===== src/rtl/core/gsm_pkg.sv =====
// Shared constants, types and the quarter-wave sine table of the oscillator bank.
`timescale 1ns / 1ps
package gsm_pkg;

	// bank size and sample format
	localparam int VOICES       = 4;
	localparam int SINE_ENTRIES = 256;
	localparam int SAMPLE_BITS  = 16;

	localparam int VOICE_W     = (VOICES > 1) ? $clog2(VOICES) : 1;
	localparam int ISSUE_SLOTS = (VOICES > 1) ? VOICES : 2;
	localparam int SINE_IDX_W  = $clog2(SINE_ENTRIES);
	localparam int AMP_W       = SAMPLE_BITS - 1;
	localparam int ACC_W       = SAMPLE_BITS + VOICE_W;

	// fixed field widths
	localparam int STEP_W     = 32;
	localparam int LEVEL_W    = 16;
	localparam int OUT_W      = 16;
	localparam int ENABLE_W   = 4;
	localparam int CFG_IDX_W  = 3;
	localparam int CFG_DATA_W = 32;

	// register map
	localparam logic [CFG_IDX_W-1:0] REG_TARGET_A = 3'd0;
	localparam logic [CFG_IDX_W-1:0] REG_TARGET_B = 3'd1;
	localparam logic [CFG_IDX_W-1:0] REG_TARGET_C = 3'd2;
	localparam logic [CFG_IDX_W-1:0] REG_TARGET_D = 3'd3;
	localparam logic [CFG_IDX_W-1:0] REG_PAN      = 3'd4;
	localparam logic [CFG_IDX_W-1:0] REG_GAIN     = 3'd5;

	// register reset values
	localparam logic [STEP_W-1:0]  RST_TARGET_A = 32'd42852281;
	localparam logic [STEP_W-1:0]  RST_TARGET_B = 32'd64278422;
	localparam logic [STEP_W-1:0]  RST_TARGET_C = 32'd108469837;
	localparam logic [STEP_W-1:0]  RST_TARGET_D = 32'd162704755;
	localparam logic [LEVEL_W-1:0] RST_PAN      = 16'd16384;
	localparam logic [LEVEL_W-1:0] RST_GAIN     = 16'd1638;

	// glide: step = (step*KEEP + target*TAKE) >> 16
	localparam logic [15:0] GLIDE_KEEP = 16'd62259;
	localparam logic [11:0] GLIDE_TAKE = 12'd3277;
	localparam logic [LEVEL_W-1:0] FULL_Q15 = 16'd32768;
	localparam int SCALE_SHIFT = SAMPLE_BITS + 14;

	// result queue depth, also the limit of items in flight
	localparam int OUT_DEPTH = 4;
	localparam int OUT_PTR_W = $clog2(OUT_DEPTH);
	localparam int CREDIT_W  = $clog2(OUT_DEPTH + 1);

	typedef logic [STEP_W-1:0] step_t;
	typedef step_t [3:0] target_set_t;

	// classified input item
	typedef struct packed {
		logic                glide;
		logic [ENABLE_W-1:0] enable;
	} cmd_t;

	// per-channel voice sums of one item
	typedef struct packed {
		logic signed [ACC_W-1:0] left;
		logic signed [ACC_W-1:0] right;
	} mix_t;

	// finished stereo sample
	typedef struct packed {
		logic signed [OUT_W-1:0] left;
		logic signed [OUT_W-1:0] right;
	} sample_t;

	// mixing controls from the register file
	typedef struct packed {
		logic [LEVEL_W-1:0] pan;
		logic [LEVEL_W-1:0] gain;
	} mix_ctrl_t;

	// voice number to register slot (voice mod 4)
	function automatic logic [1:0] slot_of(input logic [VOICE_W-1:0] voice);
		return 2'(voice);
	endfunction

	// quarter-wave table, built at elaboration from a Q28 Taylor series
	localparam logic [63:0] PI_Q28  = 64'd843314857;
	localparam logic [63:0] AMP_MAX = (64'd1 << (SAMPLE_BITS - 1)) - 64'd1;

	function automatic logic [AMP_W-1:0] sine_entry(input int unsigned k);
		logic [63:0]        x;
		logic [63:0]        x2;
		logic [63:0]        term;
		logic signed [63:0] acc;
		logic [63:0]        v;
		x    = (PI_Q28 * (64'(k) * 64'd2 + 64'd1)) / (4 * SINE_ENTRIES);
		x2   = (x * x) >> 28;
		term = x;
		acc  = $signed(x);
		term = ((term * x2) >> 28) / 64'd6;   acc = acc - $signed(term);
		term = ((term * x2) >> 28) / 64'd20;  acc = acc + $signed(term);
		term = ((term * x2) >> 28) / 64'd42;  acc = acc - $signed(term);
		term = ((term * x2) >> 28) / 64'd72;  acc = acc + $signed(term);
		term = ((term * x2) >> 28) / 64'd110; acc = acc - $signed(term);
		term = ((term * x2) >> 28) / 64'd156; acc = acc + $signed(term);
		term = ((term * x2) >> 28) / 64'd210; acc = acc - $signed(term);
		term = ((term * x2) >> 28) / 64'd272; acc = acc + $signed(term);
		if (acc < 0) begin
			acc = '0;
		end
		v = ($unsigned(acc) * AMP_MAX + (64'd1 << 27)) >> 28;
		if (v > AMP_MAX) begin
			v = AMP_MAX;
		end
		return v[AMP_W-1:0];
	endfunction

	typedef logic [AMP_W-1:0] sine_rom_t [SINE_ENTRIES];

	function automatic sine_rom_t build_sine_rom();
		sine_rom_t rom;
		for (int k = 0; k < SINE_ENTRIES; k++) begin
			rom[k] = sine_entry(k);
		end
		return rom;
	endfunction

	localparam sine_rom_t SINE_ROM = build_sine_rom();

endpackage


===== src/rtl/core/gsm_result_queue.sv =====
// Output queue holding finished samples until they are popped.
`timescale 1ns / 1ps
module gsm_result_queue (
	input  logic                            clk,
	input  logic                            arst_n,
	input  logic                            smp_valid,
	input  gsm_pkg::sample_t                smp,
	output logic                            empty,
	input  logic                            pop,
	output logic signed [gsm_pkg::OUT_W-1:0] left_sample,
	output logic signed [gsm_pkg::OUT_W-1:0] right_sample
);
	import gsm_pkg::*;

	sample_t              entry_q [OUT_DEPTH];
	logic [OUT_PTR_W-1:0] wr_ptr_q;
	logic [OUT_PTR_W-1:0] rd_ptr_q;
	logic [CREDIT_W-1:0]  count_q;
	logic                 do_pop;

	assign empty        = (count_q == '0);
	assign do_pop       = pop && !empty;
	assign left_sample  = entry_q[rd_ptr_q].left;
	assign right_sample = entry_q[rd_ptr_q].right;

	// pointers and fill level; the credit scheme upstream keeps this from overflowing
	always_ff @(posedge clk or negedge arst_n) begin
		if (!arst_n) begin
			wr_ptr_q <= '0;
			rd_ptr_q <= '0;
			count_q  <= '0;
		end else begin
			if (smp_valid) begin
				wr_ptr_q <= wr_ptr_q + OUT_PTR_W'(1);
			end
			if (do_pop) begin
				rd_ptr_q <= rd_ptr_q + OUT_PTR_W'(1);
			end
			unique case ({smp_valid, do_pop})
				2'b10:   count_q <= count_q + CREDIT_W'(1);
				2'b01:   count_q <= count_q - CREDIT_W'(1);
				default: count_q <= count_q;
			endcase
		end
	end

	always_ff @(posedge clk) begin
		if (smp_valid) begin
			entry_q[wr_ptr_q] <= smp;
		end
	end

endmodule


===== config.mk =====
export PLATFORM = sky130hd
export DESIGN_NAME = gsm_result_queue
export DESIGN_NICKNAME = d
export VERILOG_FILES = /design/src/rtl/core/gsm_pkg.sv /design/src/rtl/core/gsm_result_queue.sv
export SDC_FILE = /design/constraint.sdc
export NUM_CORES = 1
export LEC_CHECK = 0
export BUFFER_PORTS_ARGS = -buffer_cell sky130_fd_sc_hd__buf_2
export CORE_ASPECT_RATIO = 0.8
export CORE_MARGIN = 2
export CORE_UTILIZATION = 53
export CTS_BUF_LIST = sky130_fd_sc_hd__clkbuf_16
export CTS_CLUSTER_DIAMETER = 100
export DETAILED_ROUTE_END_ITERATION = 12
export HOLD_SLACK_MARGIN = 0.1
export MAX_ROUTING_LAYER = met4
export PLACE_DENSITY = 0.75
export SYNTH_ARGS = -nofsm -noshare
export SYNTH_HDL_FRONTEND = slang
export SYNTH_SLANG_ARGS = --single-unit

===== constraint.sdc =====
create_clock -name clk -period 2.4 [get_ports clk]
set_input_delay 0.24 -clock clk [delete_from_list [all_inputs] [get_ports clk]]
set_output_delay 0.24 -clock clk [all_outputs]
set_load 0.05 [all_outputs]

==> results of run 1 <==
[flip-flops by register name (all words and copies together) (netlist names)]
name      flops
entry_q     128
rd_ptr_q      2
wr_ptr_q      2
count_q       3
[layout by cell type, fill, tap and decap left out, types with 2 or more instances in the layout]
cell	count
edfxtp_1	128
clkinv_1	4
buf_4	6
clkbuf_16	17
dlygate4sd3_1	33
xnor2_1	2
xor2_1	4
nand2_1	2
buf_12	3
ha_1	5
mux4_1	4
inv_1	13
mux4_2	28
clkinv_2	3
dfrtp_1	5
buf_2	68
and2_2	4
[stage by stage]
stage	instance area (µm²)	hold slack [ps]
5_1_grt	6420	116
4_1_cts	6420	102
3_5_place_dp	5570	80.5
2_1_floorplan	5070	-55.6
6_report	6420	119
3_3_place_gp	5570	77.8
[synthesized netlist by cell type]
master / number / area (µm²)
buf_2: 3 / 15.0
fa_1: 1 / 20.0
mux4_2: 28 / 631
o31a_1: 1 / 8.76
clkbuf_1: 1 / 3.75
edfxtp_1: 128 / 3840
xnor2_1: 2 / 17.5
nor3_1: 1 / 5.00
o21ai_0: 1 / 5.00
mux4_1: 4 / 105
and2_1: 4 / 25.0
buf_12: 3 / 60.1
mux2i_1: 1 / 10.0
inv_1: 6 / 22.5
nand2_1: 2 / 7.51
xor2_1: 4 / 35.0
ha_1: 5 / 62.6
dfrtp_1: 7 / 175
nor2_1: 1 / 3.75
buf_6: 1 / 11.3
[logic make-up after synthesis]
logic type	count (synthesis)	synth area share [%]
muxes	33	14.7
adders and majority gates	6	1.63
and+or+nand+nor	8	0.815
xor gates and xnor gates	6	1.04
buffers and inverters	14	2.22
DFF	135	79.3
AOI/OAI and AO/OA	2	0.272
[layout make-up]
type / instances / area (µm²) / share of cell area [%]
inverter: 6 / 22.5 / 0.351
clock buffer: 17 / 425 / 6.63
timing repair buffer: 110 / 776 / 12.1
multi-input combinational: 55 / 941 / 14.7
tap: 115 / 144 / 2.24
clock inverter: 15 / 86.3 / 1.35
sequential: 135 / 4020 / 62.7
[worst max-delay path: stages, from the launching register on]
cell and delay (ps):
dfrtp_4 590, buf_4 240, mux4_2 550, buf_2 240
[where the power goes]
part	internal [mW]	switching, mW	leakage, nW
clock	1.37	0.845	0.279
sequential	3.11	0.214	1.26
combinational	1.06	2.15	0.813
total	5.53	3.21	2.35
[final timing paths]
check,from,to,slack [ps]
worst max register to register,count_q[0],count_q[2],590
worst max-delay path,rd_ptr_q[0],left_sample[4],140
worst min register to register,count_q[2],count_q[2],510
worst min-delay path,smp_valid,wr_ptr_q[0],120
max in group asynchronous,arst_n,rd_ptr_q[0],2020
min in group asynchronous,arst_n,count_q[0],200
[per-layer routing]
metal,GRT usage [%],vias up,part of all wire (%)
li1,-,1100,-
met1,25.1,1261,46
met2,28.3,81,48
met3,6.14,11,4.9
met4,7.32,0,1.1
met5,-,-,0
[timing repair]
action                     CTS  global route
hold endpoints to repair   135             0
setup endpoints to repair    0            22
hold buffers                33             0
gates resized for setup      0             1
==> flow_metrics.env, run 1 <==
export IMPL_n_antenna_cell=0
export IMPL_setup_violations=0
export IMPL_place_congestion=0.681
export IMPL_antenna_left=0
export IMPL_die_h_um=91.5
export IMPL_slew_headroom_pct=66.6
export IMPL_finalNetCount=367
export IMPL_grt_pass1_wl_um=13900
export IMPL_grt_pass1_vias=2715
export IMPL_p_per_area_nw_per_um2=1360
export IMPL_die_area_um2=10400
export IMPL_track_usage_pct=19.1
export IMPL_io_buffers=68
export IMPL_period_share_pct=94.2
export IMPL_syn_nets=246
export IMPL_dr_pass1_iters=4
export IMPL_status="finished, final reports clean"
export IMPL_antenna_found_initial=0
export IMPL_fillerInstances=582
export IMPL_setup_ws_ps=138
export IMPL_cts_tree="done"
export IMPL_ys_seq_area_share_pct=79.3
export IMPL_layout_drive_gt1_share_pct=39.1
export IMPL_worstSkewPairLatency_ps=410
export IMPL_ys_ff_latch=135
export IMPL_htree_levels=4
export IMPL_clock_skew_ps=4.99
export IMPL_layoutNonFillerInstCount=453
export IMPL_cts_inserted_buffers=17
export IMPL_route_detailed_drc=0
export IMPL_worst_slew_pin_slew_ps=502
export IMPL_hold_violations=0
export IMPL_fmax_mhz=442
export IMPL_drv_slew=0
export IMPL_num_io_pins=69
export IMPL_rows=31
export IMPL_rr_worst_depth=7
export IMPL_dpl_worst_slack_ps=454
export IMPL_avgSynthCellArea_um2=24.8
export IMPL_worstSetupStartpointType="register"
export IMPL_finalPower_mw=8.74
export IMPL_wl_per_cell_um=19.0
export IMPL_root_buffer="clkbuf_16"
export IMPL_dpl_hpwl_um=5110
export IMPL_fin_util_pct=69.8
export IMPL_via_count=2453
export IMPL_grt_max_degree=33
export IMPL_start_util_pct=55.1
export IMPL_layout_min_cycle_time_ps=2260
export IMPL_cts_reportedPaths_clkPinSlew_ps=50
export IMPL_cts_setup_buffers=0
export IMPL_grt_overflow_total=0
export IMPL_clockBufferDepth=2
export IMPL_crit_arrival_ps=2020
export IMPL_ir_drop_mv=0.753
export IMPL_final_setup_tns_ps=0
export IMPL_viasPerCell=5.42
export IMPL_die_w_um=113
export IMPL_areaGrowthSynthToFinish_pct=26.7
export IMPL_numClockSinks=135
export IMPL_yosys_warnings=0
export IMPL_yosysUniqueCellTypes=20
export IMPL_drt_iter0_markers=154
export IMPL_path_class="register to output pin"
export IMPL_critPathMaxFanout=14
export IMPL_grt_setup_unrepaired="no"
export IMPL_whs_path_depth=2
export IMPL_dp_cells=388
export IMPL_end_kind="output pin"
export IMPL_wirelength_um=8620
export IMPL_synth_cells=204
export IMPL_hold_path_class="input pin to register"
export IMPL_cp_required_ps=2160
export IMPL_maxCapViolCount=0
export IMPL_fp_coreArea_um2=9190
export IMPL_p_leak_nw=2.35
export IMPL_synth_area_um2=5070
No activity file was read; power rests on OpenSTA's default activity.
==> inputs of run 2 (changes only) <==
- ABC_AREA: not set -> 1
==> flow_metrics.env, run 2 <==
export IMPL_whs_path_depth=2
export IMPL_die_area_um2=11300
export IMPL_worst_slew_pin_slew_ps=491
export IMPL_wl_per_cell_um=14.7
export IMPL_route_detailed_drc=0
export IMPL_start_util_pct=54.3
export IMPL_dominantRegCellSynth="edfxtp_1"
export IMPL_place_congestion=0.755
export IMPL_met1_usage_pct=24.8
export IMPL_p_leak_nw=2.94
export IMPL_ys_seq_area_share_pct=72.3
export IMPL_cts_reportedPaths_clkPinSlew_ps=50
export IMPL_grt_setup_unrepaired="no"
export IMPL_synth_edff_count=128
export IMPL_worstSetupStartpointType="register"
export IMPL_fillerInstances=738
export IMPL_yosysMostFrequentCell="edfxtp_1"
export IMPL_track_usage_pct=20.8
export IMPL_reg2reg_slack_ps=630
export IMPL_slew_headroom_pct=67.3
export IMPL_path_class="register to output pin"
export IMPL_grt_pass1_wl_um=16900
export IMPL_fp_coreArea_um2=10200
export IMPL_regMostFlops="entry_q"
export IMPL_drt_iter0_markers=237
export IMPL_cts_inserted_buffers=17
export IMPL_ir_drop_mv=1.28
export IMPL_fmax_mhz=447
export IMPL_r2r_end="count_q[1]"
export IMPL_layout_min_cycle_time_ps=2230
export IMPL_hold_ws_ps=129
export IMPL_multi_input_area_um2=1040
export IMPL_layout_commonest_cell="edfxtp_1"
export IMPL_status="finished, final reports clean"
export IMPL_maxCapViolCount=0
export IMPL_avgSynthCellArea_um2=12.9
export IMPL_viasPerCell=4.94
export IMPL_cts_setup_buffers=0
export IMPL_dpl_hpwl_um=5980
export IMPL_n_antenna_cell=0
export IMPL_groute_layer_met3_usage_pct=6.82
export IMPL_antenna_left=0
export IMPL_largest_reg_flops=128
export IMPL_num_io_pins=69
export IMPL_synth_top_area_share_pct=69.1
export IMPL_clockBufferDepth=2
export IMPL_io_buffers=68
export IMPL_finalNetCount=582
export IMPL_die_w_um=119
export IMPL_wirelength_um=10200
export IMPL_hold_violations=0
export IMPL_via_count=3421
export IMPL_critPathMaxFanout=31
export IMPL_ys_top_cells_by_area="edfxtp_1, o211ai_1, nand2_1, inv_1, dfrtp_1"
export IMPL_antenna_found_initial=0
export IMPL_yosysTopAreaCell="edfxtp_1"
export IMPL_worstHoldEndpoint="wr_ptr_q[0]"
export IMPL_final_setup_tns_ps=0
export IMPL_p_per_area_nw_per_um2=1420
export IMPL_yosys_warnings=0
export IMPL_htree_levels=4
export IMPL_ys_ff_latch=135
export IMPL_clock_skew_ps=8.59
export IMPL_rows=33
export IMPL_setup_violations=0
export IMPL_final_cell_mix="edfxtp_1, nand2_1, inv_1"
export IMPL_hold_path_class="input pin to register"
export IMPL_grt_pass1_vias=3504
export IMPL_register_area_um2=4020
export IMPL_cp_required_ps=2160
export IMPL_dr_pass1_iters=4
export IMPL_grt_busiest_layer="met2"
export IMPL_largestRegisters="entry_q x128, count_q x3"
export IMPL_areaGrowthSynthToFinish_pct=25.8
export IMPL_grt_overflow_total=0
export IMPL_grt_max_degree=42
export IMPL_synthArstFlopShare_pct=5.19
export IMPL_die_h_um=95.6
export IMPL_yosysUniqueCellTypes=17
export IMPL_drv_slew=0
export IMPL_end_kind="output pin"
export IMPL_cts_tree="done"
export IMPL_layout_drive_gt1_share_pct=19.5
export IMPL_synth_cells=431
export IMPL_root_buffer="clkbuf_16"
export IMPL_hold_start="smp_valid"
export IMPL_worstSkewPairLatency_ps=410
export IMPL_crit_arrival_ps=1990
export IMPL_reg2reg_from="count_q[0]"
export IMPL_period_share_pct=93.1
export IMPL_met2_usage_pct=33.5
export IMPL_numClockSinks=135
export IMPL_syn_nets=473
export IMPL_synth_area_um2=5560
export IMPL_rr_worst_depth=8
export IMPL_synth_top_cells_by_count="edfxtp_1, nand2_1, inv_1, o211ai_1, buf_6"
==> run 2: changes by cell type after synthesis, sizes merged, moves of 3 or more <==
cell / previous run / this run
and2: 4 / 0
xor2: 4 / 1
mux4: 32 / 0
nand3: 0 / 4
inv: 6 / 82
buf: 7 / 20
nand2: 2 / 113
o211ai: 0 / 64
==> run 2: kinds of logic after synthesis <==
family                   share of synthesized area [%]
AO/OA/AOI/OAI                                     8.82
buffers and inverters                             9.00
XOR/XNOR                                         0.315
flip-flops                                        72.3
AND/OR/NAND/NOR                                   8.10
adder cells (fa/ha/maj)                           1.49
==> run 2: report_power, final <==
| part | internal [mW] | switching, mW | total, mW |
|---|---|---|---|
| sequential | 3.09 | 0.124 | 3.22 |
| combinational | 0.992 | 2.99 | 3.98 |
| clock | 1.82 | 0.913 | 2.74 |
| total | 5.91 | 4.03 | 9.94 |
==> run 2: worst max path at each step <==
stage	endpoint	cells past startpoint	startpoint	slack, ps
final	left_sample[5]	6	rd_ptr_q[0]	170
after global routing	left_sample[5]	6	rd_ptr_q[0]	7
after CTS	left_sample[5]	6	rd_ptr_q[0]	130
after detailed placement	count_q[1]	8	count_q[0]	590
after global placement	left_sample[7]	6	rd_ptr_q[0]	650
after floorplan	entry_q[2][0]	4	wr_ptr_q[0]	710
==> run 2: cell type report <==
class,count,share of cell area [%]
multi-input combinational,192,14.9
sequential,135,57.4
tap,140,2.50
clock inverter,15,2.99
clock buffer,17,6.08
timing repair buffer,112,11.7
inverter,82,4.42
==> run 2: through the flow <==
step	setup slack (ps)	power (mW)	area [µm²]	instances	util, %
floorplan	707	6.38	5560	431	-
global placement	654	7.13	6020	627	58.8
detailed placement	593	7.23	6020	627	58.8
CTS	127	10.0	7000	693	68.3
global route	6.53	10.5	7000	693	68.3
finish	165	9.94	7000	693	68.3
==> run 2: what timing repair did <==
item	CTS	global route
hold buffers	34	0
gates resized for setup	0	0
hold endpoints to repair	136	0
==> run 2: layer usage <==
layer	wire length, µm	vias up
li1	-	1698
met1	4440	1613
met2	5030	101
met3	638	9
met4	96	0
met5	0	-
==> run 2: worst max-delay path: stages (launching register included) <==
cell,delay (ps)
dfrtp_1,380
clkinv_2,320
buf_12,290
nand2_1,70
o211ai_1,90
nand2_1,140
buf_2,280
